$ cat src/hw/rtl/sat_pkg.sv
package sat_pkg;

    localparam int TIME_W   = 12;
    localparam int DAYS_W   = 7;
    localparam int CMD_W    = 2;
    localparam int STATUS_W = 3;
    localparam int INDEX_W  = 4;

    localparam logic [TIME_W-1:0] MAX_TIME = 12'd2359;

    localparam logic [CMD_W-1:0] CMD_INSERT = 2'd0;
    localparam logic [CMD_W-1:0] CMD_DELETE = 2'd1;
    localparam logic [CMD_W-1:0] CMD_CLEAR  = 2'd2;
    localparam logic [CMD_W-1:0] CMD_READ   = 2'd3;

    localparam logic [STATUS_W-1:0] ST_OK        = 3'd0;
    localparam logic [STATUS_W-1:0] ST_FULL      = 3'd1;
    localparam logic [STATUS_W-1:0] ST_NOT_FOUND = 3'd2;
    localparam logic [STATUS_W-1:0] ST_EMPTY     = 3'd3;
    localparam logic [STATUS_W-1:0] ST_INVALID   = 3'd4;

    typedef struct packed {
        logic [TIME_W-1:0] hhmm;
        logic [DAYS_W-1:0] days;
    } t_entry;

endpackage

$ cat src/hw/rtl/sorted_alarm_table_top.sv
// Time-ordered alarm table held in one synchronous RAM of DEPTH entries. A command is
// taken when start is high and busy is low. Clear, a read of an empty table, an insert
// into an empty table, and any insert or delete that is rejected (invalid time, full
// table, empty table), answer with one beat in the next cycle. An accepted insert walks
// the table from the tail, moving one entry per cycle; a delete scans from the head for
// the key and then closes the gap one entry per cycle; a read gives one beat per stored
// entry. The single RAM port pair (one read, one write per cycle) sets these rates.
// Result beats last exactly one cycle and are not held back: the receiver must take
// every beat o_strobe marks.
module sorted_alarm_table_top #(
    parameter int DEPTH = 16
) (
    input  logic                            i_clk,
    input  logic                            i_rst_n,
    input  logic                            start,
    output logic                            busy,
    input  logic [sat_pkg::CMD_W-1:0]       i_cmd,
    input  logic [sat_pkg::TIME_W-1:0]      i_hhmm,
    input  logic [sat_pkg::DAYS_W-1:0]      i_day_mask,
    output logic                            o_strobe,
    output logic [sat_pkg::STATUS_W-1:0]    o_status,
    output logic [sat_pkg::INDEX_W-1:0]     o_entry_index,
    output logic [sat_pkg::TIME_W-1:0]      o_entry_time,
    output logic [sat_pkg::DAYS_W-1:0]      o_entry_days,
    output logic                            o_last
);
    import sat_pkg::*;

    localparam int AW = $clog2(DEPTH);
    localparam int CW = $clog2(DEPTH + 1);

    localparam logic [2:0] S_IDLE   = 3'd0;
    localparam logic [2:0] S_INS    = 3'd1;
    localparam logic [2:0] S_PUT    = 3'd2;
    localparam logic [2:0] S_DFIND  = 3'd3;
    localparam logic [2:0] S_DSHIFT = 3'd4;
    localparam logic [2:0] S_RD     = 3'd5;

    t_entry mem [DEPTH];
    t_entry r_rdata;

    logic [2:0]          r_state, n_state;
    logic [CW-1:0]       r_count, n_count;
    logic [CW-1:0]       r_ptr, n_ptr;
    logic [TIME_W-1:0]   r_time, n_time;
    logic [DAYS_W-1:0]   r_days, n_days;
    logic                r_strobe, n_strobe;
    logic [STATUS_W-1:0] r_status, n_status;
    logic [INDEX_W-1:0]  r_index, n_index;
    logic [TIME_W-1:0]   r_etime, n_etime;
    logic [DAYS_W-1:0]   r_edays, n_edays;
    logic                r_last, n_last;

    logic                we;
    logic [AW-1:0]       waddr;
    t_entry              wdata;
    logic [AW-1:0]       raddr;
    logic                accept;
    logic                shift;

    assign busy   = (r_state != S_IDLE);
    assign accept = start && !busy;
    assign shift  = (r_ptr == '0) ? (r_time < r_rdata.hhmm)
                                  : (r_rdata.hhmm >= r_time);

    always_comb begin
        n_state  = r_state;
        n_count  = r_count;
        n_ptr    = r_ptr;
        n_time   = r_time;
        n_days   = r_days;
        n_strobe = 1'b0;
        n_status = ST_OK;
        n_index  = '0;
        n_etime  = '0;
        n_edays  = '0;
        n_last   = 1'b0;
        we       = 1'b0;
        waddr    = '0;
        wdata    = t_entry'{hhmm: r_time, days: r_days};
        raddr    = AW'(r_ptr);
        unique case (r_state)
            S_IDLE: begin
                if (accept) begin
                    n_time   = i_hhmm;
                    n_days   = i_day_mask;
                    n_strobe = 1'b1;
                    n_last   = 1'b1;
                    unique case (i_cmd)
                        CMD_INSERT: begin
                            if (i_hhmm > MAX_TIME) begin
                                n_status = ST_INVALID;
                            end else if (r_count == CW'(DEPTH)) begin
                                n_status = ST_FULL;
                            end else if (r_count == '0) begin
                                we      = 1'b1;
                                wdata   = t_entry'{hhmm: i_hhmm, days: i_day_mask};
                                n_count = CW'(1);
                            end else begin
                                n_strobe = 1'b0;
                                n_last   = 1'b0;
                                n_ptr    = r_count - 1'b1;
                                raddr    = AW'(r_count - 1'b1);
                                n_state  = S_INS;
                            end
                        end
                        CMD_DELETE: begin
                            if (i_hhmm > MAX_TIME) begin
                                n_status = ST_INVALID;
                            end else if (r_count == '0) begin
                                n_status = ST_NOT_FOUND;
                            end else begin
                                n_strobe = 1'b0;
                                n_last   = 1'b0;
                                n_ptr    = '0;
                                raddr    = '0;
                                n_state  = S_DFIND;
                            end
                        end
                        CMD_CLEAR: begin
                            n_count = '0;
                        end
                        CMD_READ: begin
                            if (r_count == '0) begin
                                n_status = ST_EMPTY;
                            end else begin
                                n_strobe = 1'b0;
                                n_last   = 1'b0;
                                n_ptr    = '0;
                                raddr    = '0;
                                n_state  = S_RD;
                            end
                        end
                    endcase
                end
            end
            S_INS: begin
                we    = 1'b1;
                waddr = AW'(r_ptr + 1'b1);
                if (shift) begin
                    wdata = r_rdata;
                    if (r_ptr == '0) begin
                        n_state = S_PUT;
                    end else begin
                        n_ptr = r_ptr - 1'b1;
                        raddr = AW'(r_ptr - 1'b1);
                    end
                end else begin
                    n_count  = r_count + 1'b1;
                    n_strobe = 1'b1;
                    n_last   = 1'b1;
                    n_state  = S_IDLE;
                end
            end
            S_PUT: begin
                we       = 1'b1;
                n_count  = r_count + 1'b1;
                n_strobe = 1'b1;
                n_last   = 1'b1;
                n_state  = S_IDLE;
            end
            S_DFIND: begin
                raddr = AW'(r_ptr + 1'b1);
                if (r_rdata.hhmm == r_time) begin
                    n_ptr   = r_ptr + 1'b1;
                    n_state = S_DSHIFT;
                end else if (r_ptr == r_count - 1'b1) begin
                    n_status = ST_NOT_FOUND;
                    n_strobe = 1'b1;
                    n_last   = 1'b1;
                    n_state  = S_IDLE;
                end else begin
                    n_ptr = r_ptr + 1'b1;
                end
            end
            S_DSHIFT: begin
                if (r_ptr == r_count) begin
                    n_count  = r_count - 1'b1;
                    n_strobe = 1'b1;
                    n_last   = 1'b1;
                    n_state  = S_IDLE;
                end else begin
                    we    = 1'b1;
                    waddr = AW'(r_ptr - 1'b1);
                    wdata = r_rdata;
                    raddr = AW'(r_ptr + 1'b1);
                    n_ptr = r_ptr + 1'b1;
                end
            end
            S_RD: begin
                n_strobe = 1'b1;
                n_index  = INDEX_W'(r_ptr);
                n_etime  = r_rdata.hhmm;
                n_edays  = r_rdata.days;
                raddr    = AW'(r_ptr + 1'b1);
                if (r_ptr == r_count - 1'b1) begin
                    n_last  = 1'b1;
                    n_state = S_IDLE;
                end else begin
                    n_ptr = r_ptr + 1'b1;
                end
            end
            default: begin
                n_state = S_IDLE;
            end
        endcase
    end

    always_ff @(posedge i_clk) begin
        if (we) begin
            mem[waddr] <= wdata;
        end
        r_rdata <= mem[raddr];
    end

    always_ff @(posedge i_clk) begin
        if (!i_rst_n) begin
            r_state  <= S_IDLE;
            r_count  <= '0;
            r_strobe <= 1'b0;
        end else begin
            r_state  <= n_state;
            r_count  <= n_count;
            r_strobe <= n_strobe;
        end
    end

    always_ff @(posedge i_clk) begin
        r_ptr    <= n_ptr;
        r_time   <= n_time;
        r_days   <= n_days;
        r_status <= n_status;
        r_index  <= n_index;
        r_etime  <= n_etime;
        r_edays  <= n_edays;
        r_last   <= n_last;
    end

    assign o_strobe      = r_strobe;
    assign o_status      = r_status;
    assign o_entry_index = r_index;
    assign o_entry_time  = r_etime;
    assign o_entry_days  = r_edays;
    assign o_last        = r_last;

endmodule

$ cat config.mk
export PLATFORM = sky130hd
export DESIGN_NAME = sorted_alarm_table_top
export DESIGN_NICKNAME = d
export VERILOG_FILES = /design/src/hw/rtl/sat_pkg.sv /design/src/hw/rtl/sorted_alarm_table_top.sv
export SDC_FILE = /design/constraint.sdc
export NUM_CORES = 1
export LEC_CHECK = 0
export BUFFER_PORTS_ARGS = -buffer_cell sky130_fd_sc_hd__buf_2
export CORE_MARGIN = 2
export CORE_UTILIZATION = 30
export CTS_BUF_LIST = sky130_fd_sc_hd__clkbuf_8
export DETAILED_ROUTE_END_ITERATION = 8
export PLACE_DENSITY_LB_ADDON = 0.12
export SLEW_MARGIN = 20
export SYNTH_ARGS = -nofsm -noshare
export SYNTH_HDL_FRONTEND = slang
export SYNTH_SLANG_ARGS = --single-unit
$ cat constraint.sdc
create_clock -name i_clk -period 9.9 [get_ports i_clk]
set_clock_uncertainty 0.2 [all_clocks]
set_input_delay 1.98 -clock i_clk [delete_from_list [all_inputs] [get_ports i_clk]]
set_output_delay 1.98 -clock i_clk [all_outputs]
set_load 0.01 [all_outputs]
==> run metrics, run 1 <==
status finished clean; WL/cell 24.72 um; gpl congestion 0.8919; htree depth 3; Multi-input gate area 4552 um2; largest net degree at the start of global routing 50; initial antenna violation count 0; count of cell types in the netlist 67; synthesized area 15790 um2; Warnings, synthesis 0; crit path DAT 5.48 ns; Die Width 233.4 um; Synth Area in XOR/XNOR 0.8878%; ANT nets after route 0; DR iter-0 viols 730; clock-pin slew on the worst setup and hold paths 0.05 ns; Combinational Power Share 40.6%; post-synth top area cell edfxtp_1; # IOs 53; TritonCTS Buffers 67; share of layout cells above drive strength 1 20.77%; fin util 34.61%; Synth Area in Compound Gates 8.220%; Rows 84; first-pass iteration count of the detailed router 4; worst skew pair latency 0.63 ns; drc violations 0; top cell type's share of synthesized area 62.40%; switching portion of total power 38.25%; CTS tree done; endpoint type of the worst setup path register; PortBufs 52; Global Route Usage Sum 17.00%; Switch Pwr 0.002419 W; Hold WC Path Type reg2reg; Seq/Total Area, Yosys 69.37%; final wirelength 45370 um; most common cell after layout, fill and taps aside edfxtp_1; Synth Register Bits 383; peak supply drop 0.2597 mV; part of the cycle the worst path needs 52.50%; Clock power frac 21.4%; Core ar. 52340 um2; Storage cell area 10950 um2; layout overhead on the synthesized area 14.74%; setup repair after global routing missed its margin no; Top FF cell, synth edfxtp_1; Int Power 0.003906 W; Clock Tree Buf Depth 3; fin crit period 5.197 ns; Synth Instances 1004; multiplexer share of the synthesized area 10.30%; die area 54470 um2; Initial Util 30.16%; Placed Area 16880 um2; Largest stage delay, worst path 0.69 ns; final instance area 18110 um2; Peak Freq 192.4 MHz; crit path launch type primary input; top cells by area, synth edfxtp_1, dfxtp_1, mux4_2; Nets 1139; Post-Synth Simple-Gate Area 7.633%; power density cells 349.2 nW/um2; number of global-route vias before repair 9351; grt total ovfl 0; Final setup viols 0; routed vias/inst 5.045; Worst slew margin 26.51%; first-pass GRT wire length 65670 um; commonest cells after routing, fill and taps aside edfxtp_1, mux2i_1, clkbuf_8; Post-Synth Adder-Cell Area 1.427%; Final Slew Violations 0; post_cts resized 0; Reg power frac 38.0%; Async S/R FF share, synth 0%; Leak Pwr 6.365 nW; via count 9257; critical path, cell by cell buf_2, nor4_1, a21o_1, o2111a_1, or4bb_4, nand2_4, mux4_2, a22o_1, or3_1; fill count 5065; final setup TNS 0 ns; hold_buf cts 0; slew at the pin closest to its max-slew limit 1.101 ns; critical path type in2reg; syn_nets 1046; count of final hold-check violations 0; MaxCap Viol Count 0; CTS root buf clkbuf_8; Design Power 0.006325 W; critical path peak fanout 40; largest family of logic cells by synthesized area multiplexers; slowest CP cell nand2_4; Mean Syn Cell Area 15.72 um2; Die H 233.4 um; CP Data Required Time 10.18 ns; number of synthesized flops with an enable pin 328; HPWL after detailed placement 27010 um; Post-CTS Repair Setup Buffers 0; clk sinks 383
[layer usage]
metal	GRT usage, %	wire length [um]	vias to the layer above
met5	0	0	-
met1	22.37	20000	4782
met3	2.783	2071	77
met2	28.25	22230	238
met4	6.250	1070	0
li1	-	-	4160
[through the flow]
stage	setup WS (ns)	std cells	hold slack (ns)
after CTS	4.662	1834	0.3019
after global placement	4.020	1716	0.2992
final	4.703	1835	0.2988
after detailed placement	3.982	1716	0.2917
after floorplan	5.025	1004	0.2214
after global routing	4.420	1834	0.3278
[path summary, 6_finish.rpt]
check                         end  cells after the start        from  slack, ns
hold reg to reg   o_entry_days[0]                      1  r_rdata[0]       0.30
setup / recovery      r_rdata[10]                      9  i_hhmm[10]       4.70
hold / removal    o_entry_days[0]                      1  r_rdata[0]       0.30
setup reg to reg      r_rdata[10]                     12    r_ptr[3]       4.89
[state kept, by name, indices dropped and copies added, names as in the netlist]
name / flops
r_ptr: 5
r_time: 12
r_rdata: 19
r_days: 7
o_status: 3
o_entry_index: 4
o_entry_days: 7
o_last: 1
r_state: 3
r_count: 5
o_strobe: 1
o_entry_time: 12
mem: 304
[power by group through the flow]
| stage | logic (W) | clock network (W) | registers [W] |
|---|---|---|---|
| after CTS | 0.00262 | 0.00140 | 0.00241 |
| after floorplan | 0.00185 | 0 | 0.00232 |
| after global routing | 0.00280 | 0.00147 | 0.00242 |
| after global placement | 0.00259 | 0 | 0.00244 |
| final | 0.00257 | 0.00135 | 0.00240 |
| after detailed placement | 0.00261 | 0 | 0.00244 |
[Yosys cell counts (all sizes together), types with 2 or more instances]
cell type	instances
and2	23
mux2i	77
o221a	3
a31oi	3
a21oi	26
or3	21
a221o	20
o22ai	40
mux4	38
o211ai	4
o211a	4
a21boi	3
a21o	4
a22o	19
nor2b	21
o31ai	4
and4	2
dfxtp	55
or3b	2
nand2b	8
o21ai	19
nand4	7
xor2	10
o221ai	9
nand2	44
and3	5
a22oi	2
ha	18
o2111ai	2
buf	32
a31o	2
edfxtp	328
nor2	51
o21a	3
or2	5
xnor2	6
clkbuf	18
a221oi	3
inv	24
nor3	18
nand3	10
[cell type report]
class	count	share of cell area [%]
timing repair buffer	74	2.349
inverter	24	0.4974
clock buffer	75	5.699
multi-input combinational	547	25.13
antenna	1	0.01382
sequential	383	60.46
tap	688	4.753
clock inverter	43	1.098
[worst max-delay path: cells and delay by family]
kind	cells	cell delay, ns
compound gates	3	0.75
buf+inv	1	0.12
mux	1	0.60
simple gates	4	1.95
[cell families after synthesis]
family	after synthesis
muxes	115
AOI/OAI and AO/OA	175
xor gates and xnor gates	16
DFF	383
buffers and inverters	74
and+or+nand+nor	223
adders and majority gates	18
(Power assumes the default switching activity.)
==> run 2, diff against run 1 <==
Settings changed: ABC_AREA from default to 1.
Clock period 9.9 ns to 4.9 ns, I/O delays scaled along.
==> run 2 against run 1 <==
Cell count grew 47%. Combinational power rose to 2.9 times the previous value. Clock power increased by 110%. Critical path depth up 5. Wire length rose by 21%. Sequential power grew 110%. Critical endpoint is now r_rdata[7]. Largest cell class unchanged. Largest power group unchanged.
==> run metrics, run 2 <==
via count 12868 (+39%); CP Data Required Time 5.18 ns (-5.00 ns); Leak Pwr 8.637 nW (+36%); commonest cells in the synthesized netlist nand3_1, edfxtp_1, inv_1; met3 usage 3.364% (+0.58 points); Top FF cell, synth edfxtp_1; die area 61120 um2 (+12%); hold depth 2 (+1); first-pass GRT wire length 81430 um (+24%); min-delay src r_rdata[6]; GR Util met2 28.64% (+0.38 points); commonest cells after routing, fill and taps aside nand3_1, inv_1, edfxtp_1; clk sinks 383 (unchanged); grt total ovfl 0 (unchanged); CTS tree done; crit path DAT 4.07 ns (-1.41 ns); TritonCTS Buffers 71 (+6.0%); first-pass iteration count of the detailed router 6 (+2); gpl congestion 0.8984 (+0.73%); post_cts resized 0 (unchanged); met1 Usage GRT 25.15% (+2.8 points); number of synthesized flops with an enable pin 328 (unchanged); Top cell by count, worst path nand3_1; final wirelength 54880 um (+21%); power density cells 748.8 nW/um2 (+110%); setup repair after global routing missed its margin no; worst skew pair latency 0.66 ns (+0.03 ns); critical path type reg2reg; FF-to-FF End r_rdata[7]; fin crit period 3.791 ns; top cell type's share of synthesized area 55.50% (-6.9 points); drc violations 0 (unchanged); layout overhead on the synthesized area 14.77% (about the same); Biggest register mem; Worst slew margin 33.89% (+7.4 points); WL/cell 20.32 um (-18%); setup slack at placement 0.8522 ns (-3.130 ns); htree depth 3 (unchanged); top cells by area, synth edfxtp_1, nand3_1, inv_1; count of final hold-check violations 0 (unchanged); Async S/R FF share, synth 0% (unchanged); final instance area 20370 um2 (+12%); Final setup viols 0 (unchanged); critical path peak fanout 152 (+280%); Core ar. 58800 um2 (+12%); synthesized area 17750 um2 (+12%); count of cell types in the netlist 48 (-28%); ANT nets after route 0 (unchanged); Clock Tree Buf Depth 3 (unchanged); Nets 1913 (+68%); DR iter-0 viols 1047 (+43%); part of the cycle the worst path needs 77.37%; worst min-delay path endpoint o_entry_days[6]; peak supply drop 0.7988 mV (+210%); Mean Syn Cell Area 9.943 um2 (-37%); slew at the pin closest to its max-slew limit 0.9893 ns (-0.1119 ns); largest net degree at the start of global routing 153 (+210%); Initial Util 30.19% (about the same); Reg2Reg Depth 14 (+2); PortBufs 52 (unchanged); Hold WC Path Type reg2reg; status finished clean; CP top delay family simple AND/OR/NAND/NOR gates; share of layout cells above drive strength 1 12.68% (-8.1 points); hold_buf cts 0 (unchanged); Reg2Reg Setup Slack 1.11 ns (-3.78 ns); Die H 247.2 um (+5.9%); Placed Area 19060 um2 (+13%); MaxCap Viol Count 0 (unchanged); Buf/Inv on CP 3 (+2); worst r2r src r_ptr[1]; endpoint type of the worst setup path register; # IOs 53 (unchanged); Synth Instances 1785 (+78%); max reg flops 304 (unchanged); Design Power 0.01525 W (+140%); slowest CP cell edfxtp_1; routed vias/inst 4.766 (-5.5%); Warnings, synthesis 0 (unchanged); HPWL after detailed placement 31020 um (+15%); syn_nets 1827 (+75%); clock-pin slew on the worst setup and hold paths 0.06 ns (about the same); GRT busiest layer met2; Global Route Usage Sum 18.16% (+1.2 points); crit path launch type register; initial antenna violation count 5 (+5); number of global-route vias before repair 12531 (+34%); most frequent cell after synthesis nand3_1; critical path, cell by cell inv_1, ha_1, nand3_1, nor2_1, inv_1, nand3_2, nor2_2, nor2_4, buf_12, nand3_1, nand3_1, nand3_1, nand3_1, nand2_1; Final Slew Violations 0 (unchanged); Peak Freq 263.8 MHz; final setup margin 1.109 ns (-3.594 ns); post-synth top area cell edfxtp_1; Largest stage delay, worst path 0.54 ns (-0.15 ns); CTS root buf clkbuf_8; most common cell after layout, fill and taps aside nand3_1; final setup TNS 0 ns (unchanged); Largest regs mem x304, r_rdata x19; Die Width 247.2 um (+5.9%); Post-CTS Repair Setup Buffers 0 (unchanged); Rows 89 (+6.0%); Synth Register Bits 383 (unchanged); Seq/Total Area, Yosys 61.70% (-7.7 points)
==> run 2: cell types whose count changed in the layout (fill, tap and decap cells not counted), moves of 23 or more <==
cell | before | now
nor2_1 | 33 | 66
nand3_1 | 7 | 371
inv_1 | 55 | 344
o22ai_1 | 40 | 6
nand2_1 | 43 | 294
and2_1 | 23 | 0
mux2i_1 | 77 | 0
nand3b_1 | 0 | 77
mux4_2 | 38 | 0
==> run 2: how the worst max path moves through the flow <==
| stage | from | to | slack, ns | cells after the start |
|---|---|---|---|---|
| after CTS | r_ptr[1] | r_rdata[14] | 1.15 | 15 |
| after floorplan | i_hhmm[7] | mem[0][0] | 0.84 | 10 |
| after global routing | r_ptr[1] | r_rdata[14] | 0.91 | 15 |
| after global placement | i_hhmm[3] | r_rdata[14] | 0.83 | 17 |
| final | r_ptr[1] | r_rdata[7] | 1.11 | 14 |
| after detailed placement | i_hhmm[3] | r_rdata[14] | 0.85 | 17 |
==> run 2: worst register-to-register path, delay by kind of cell, from the launching register on <==
family                   cells  cell delay [ns]
buffers and inverters        3             0.91
adder cells (fa/ha/maj)      1             0.23
AND/OR/NAND/NOR             10             1.76
flip-flops                   1             0.54
==> run 2: per-layer routing <==
metal	routed length, um	vias up
met5	0	-
met4	1105	0
met3	2843	84
met2	24920	332
met1	26010	6284
li1	-	6168
==> run 2: power breakdown <==
| part | internal (W) | switching [W] | leakage [nW] |
|---|---|---|---|
| Sequential | 0.00471 | 0.000270 | 3.44 |
| Combinational | 0.00209 | 0.00533 | 4.42 |
| Clock | 0.00147 | 0.00138 | 0.777 |
==> run 2: logic make-up (layout without fill, tap and decap cells) <==
logic type / count (synthesis) / in the layout / share of synthesized area, %
buffers and inverters: 413 / 553 / 9.665
AND/OR/NAND/NOR: 857 / 857 / 23.07
AO/OA/AOI/OAI: 101 / 101 / 3.652
adder cells (fa/ha/maj): 18 / 18 / 1.269
XOR/XNOR: 13 / 13 / 0.6415
other: 0 / 2 / 0
flip-flops: 383 / 383 / 61.70
==> run 2: cell type report <==
class	instances	area, um2
inverters	324	1216
clock inverters	52	261.5
flip-flops and latches	383	10950
clock buffers	75	1032
repair buffers	102	748.2
diodes	2	5.005
well taps	773	967.2
fillers	6038	38430
multi-input cells	989	5189
==> run 2: stage by stage <==
step / hold slack (ns) / cells / util, %
3_5_place_dp: 0.2478 / 2571 / 32.42
4_1_cts: 0.2520 / 2698 / 34.62
3_3_place_gp: 0.2513 / 2571 / 32.42
6_report: 0.2461 / 2700 / 34.64
2_1_floorplan: 0.2081 / 1785 / -
5_1_grt: 0.2654 / 2699 / 34.64
==> run 3, diff against run 2 <==
Settings changed: ABC_AREA 1 to 0.
Clock period 4.9 ns to 3.36 ns, I/O delays scaled along.
==> run 3 against run 2 <==
The flow now finishes with violations (setup timing). First-iteration DRC count down 45%. Wire length down 15%. Combinational power up 43%. Critical path depth down 1. Register-to-register slack worse by 1.6 ns. Die area down 11%. Worst hold slack worse by 0.19 ns. Power up 40%. Critical endpoint is now r_rdata[5]. Highest routed layer unchanged.
==> run metrics, run 3 (same netlist as run 1, synthesis figures left out) <==
status finished with violations; violated checks setup timing; Reg2Reg Depth 13 (-1); first-pass iteration count of the detailed router 5 (-1); most common cell after layout, fill and taps aside edfxtp_1; part of the cycle the worst path needs 113.3% (+36 points); worst skew pair latency 0.67 ns (about the same); DR iter-0 viols 580 (-45%); CP Data Required Time 3.68 ns (-1.50 ns); fin crit period 3.808 ns (+0.01710 ns); Core ar. 52340 um2 (-11%); endpoint type of the worst setup path register; Final setup viols 55 (+55); crit path DAT 4.13 ns (+0.06 ns); commonest cells after routing, fill and taps aside edfxtp_1, buf_4, mux2i_1; HPWL after detailed placement 30460 um (-1.8%); setup repair after global routing missed its margin yes; critical path type reg2reg; hold depth 1 (-1); CTS root buf clkbuf_8; grt total ovfl 0 (unchanged); Die Width 233.4 um (-5.6%); fill count 4946 (-18%); power density cells 1051 nW/um2 (+40%); Worst slew margin 69.88% (+36 points); Largest regs mem x304, r_rdata x19; fin util 38.71% (+4.1 points); CTS tree done; Initial Util 30.16% (about the same); crit path launch type register; slew at the pin closest to its max-slew limit 0.4518 ns (-0.5375 ns); Inst Count DP 1878 (-27%); PortBufs 52 (unchanged); critical path, cell by cell xor2_1, nor3_2, nand2_2, ha_4, nor2_2, o21ai_1, o2111a_1, or4bb_4, nand2_8, buf_8, mux4_2, a22o_1, or3_4; WL/cell 23.23 um (+14%); Rows 84 (-5.6%); Largest stage delay, worst path 0.52 ns (-0.02 ns); met3 usage 2.600% (-0.76 points); setup slack at placement -0.7108 ns (-1.563 ns); Leak Pwr 7.398 nW (-14%); layout overhead on the synthesized area 28.37%; fin cells 2012 (-25%); Final Slew Violations 0 (unchanged); die area 54470 um2 (-11%); share of layout cells above drive strength 1 32.35% (+20 points); Die H 233.4 um (-5.6%); htree depth 2 (-1); first-pass GRT wire length 67590 um (-17%); max reg flops 304 (unchanged); final setup margin -0.4482 ns (-1.557 ns); count of final hold-check violations 0 (unchanged); TritonCTS Buffers 61 (-14%); Nets 1313 (-31%); Global Route Usage Sum 17.24% (-0.92 points); Biggest register mem; Clock Tree Buf Depth 3 (unchanged); final wirelength 46740 um (-15%); MaxCap Viol Count 0 (unchanged); gpl congestion 0.8269 (-8.0%); GR Util met2 27.97% (-0.67 points); via count 9742 (-24%); routed vias/inst 4.842 (+1.6%); number of global-route vias before repair 9827 (-22%); GRT busiest layer met2; largest net degree at the start of global routing 33 (-78%); ANT nets after route 0 (unchanged); Hold WC Path Type in2reg; met1 Usage GRT 23.99% (-1.2 points); peak supply drop 0.5588 mV (-30%); # IOs 53 (unchanged); Reg2Reg Setup Slack -0.45 ns (-1.56 ns); Peak Freq 262.6 MHz (-0.45%); Design Power 0.02129 W (+40%); initial antenna violation count 1 (-4); clock-pin slew on the worst setup and hold paths 0.06 ns (about the same); clk sinks 383 (unchanged); critical path peak fanout 6 (-96%); final setup TNS -7.940 ns (-7.940 ns); drc violations 0 (unchanged); slowest CP cell or4bb_4
## run 3: report_power, final
part	total (W)	switching, W	leakage, nW	internal, W
clock	0.00383	0.00188	0.679	0.00195
sequential	0.00688	0.000303	3.43	0.00658
combinational	0.0106	0.00556	3.29	0.00502
## run 3: worst paths after layout
check	startpoint	to
worst max-delay path	r_ptr[3]	r_rdata[5]
worst min-delay path	i_hhmm[2]	r_time[2]
worst max register to register	r_ptr[3]	r_rdata[5]
worst min register to register	r_rdata[6]	o_entry_days[6]
## run 3: repair_timing
item / in CTS / in global routing
hold buffers: 11 / 0
buffers inserted: 1 / 4
gates cloned: 1 / 1
pin swaps: 2 / 6
resized for setup: 15 / 28
setup endpoints to repair: 328 / 382
hold endpoints to repair: 11 / 0
## run 3: metrics by stage
| stage | hold WS [ns] | cell area (um2) |
|---|---|---|
| CTS | 0.01415 | 20070 |
| detailed placement | 0.2621 | 18670 |
| global placement | 0.2440 | 18670 |
| floorplan | 0.2214 | 15830 |
| finish | 0.05820 | 20260 |
| global route | 0.01312 | 20260 |
## run 3: routing by layer
metal  wire length, um  up-vias
li1                  -     4515
met1             22120     4950
met2             22020      199
met3              1561       78
met4              1031        0
met5                 0        -
## run 3: worst max-delay path, delay by kind of cell, from the launching register on
family	cells	cell delay (ns)
XOR/XNOR	1	0.16
flip-flops	1	0.40
AND/OR/NAND/NOR	6	1.41
adder cells (fa/ha/maj)	1	0.29
buffers and inverters	1	0.16
AO/OA/AOI/OAI	3	0.55
multiplexers	1	0.50
## run 3: area by class of cell
cell class	count	area, um2	area share (%)
clock buffers	65	894.6	4.415
repair buffers	254	2466	12.17
clock inverters	50	276.5	1.365
diodes	1	2.502	0.01235
inverters	24	90.09	0.4446
flip-flops and latches	383	10950	54.04
well taps	688	860.8	4.248
multi-input cells	547	4722	23.30
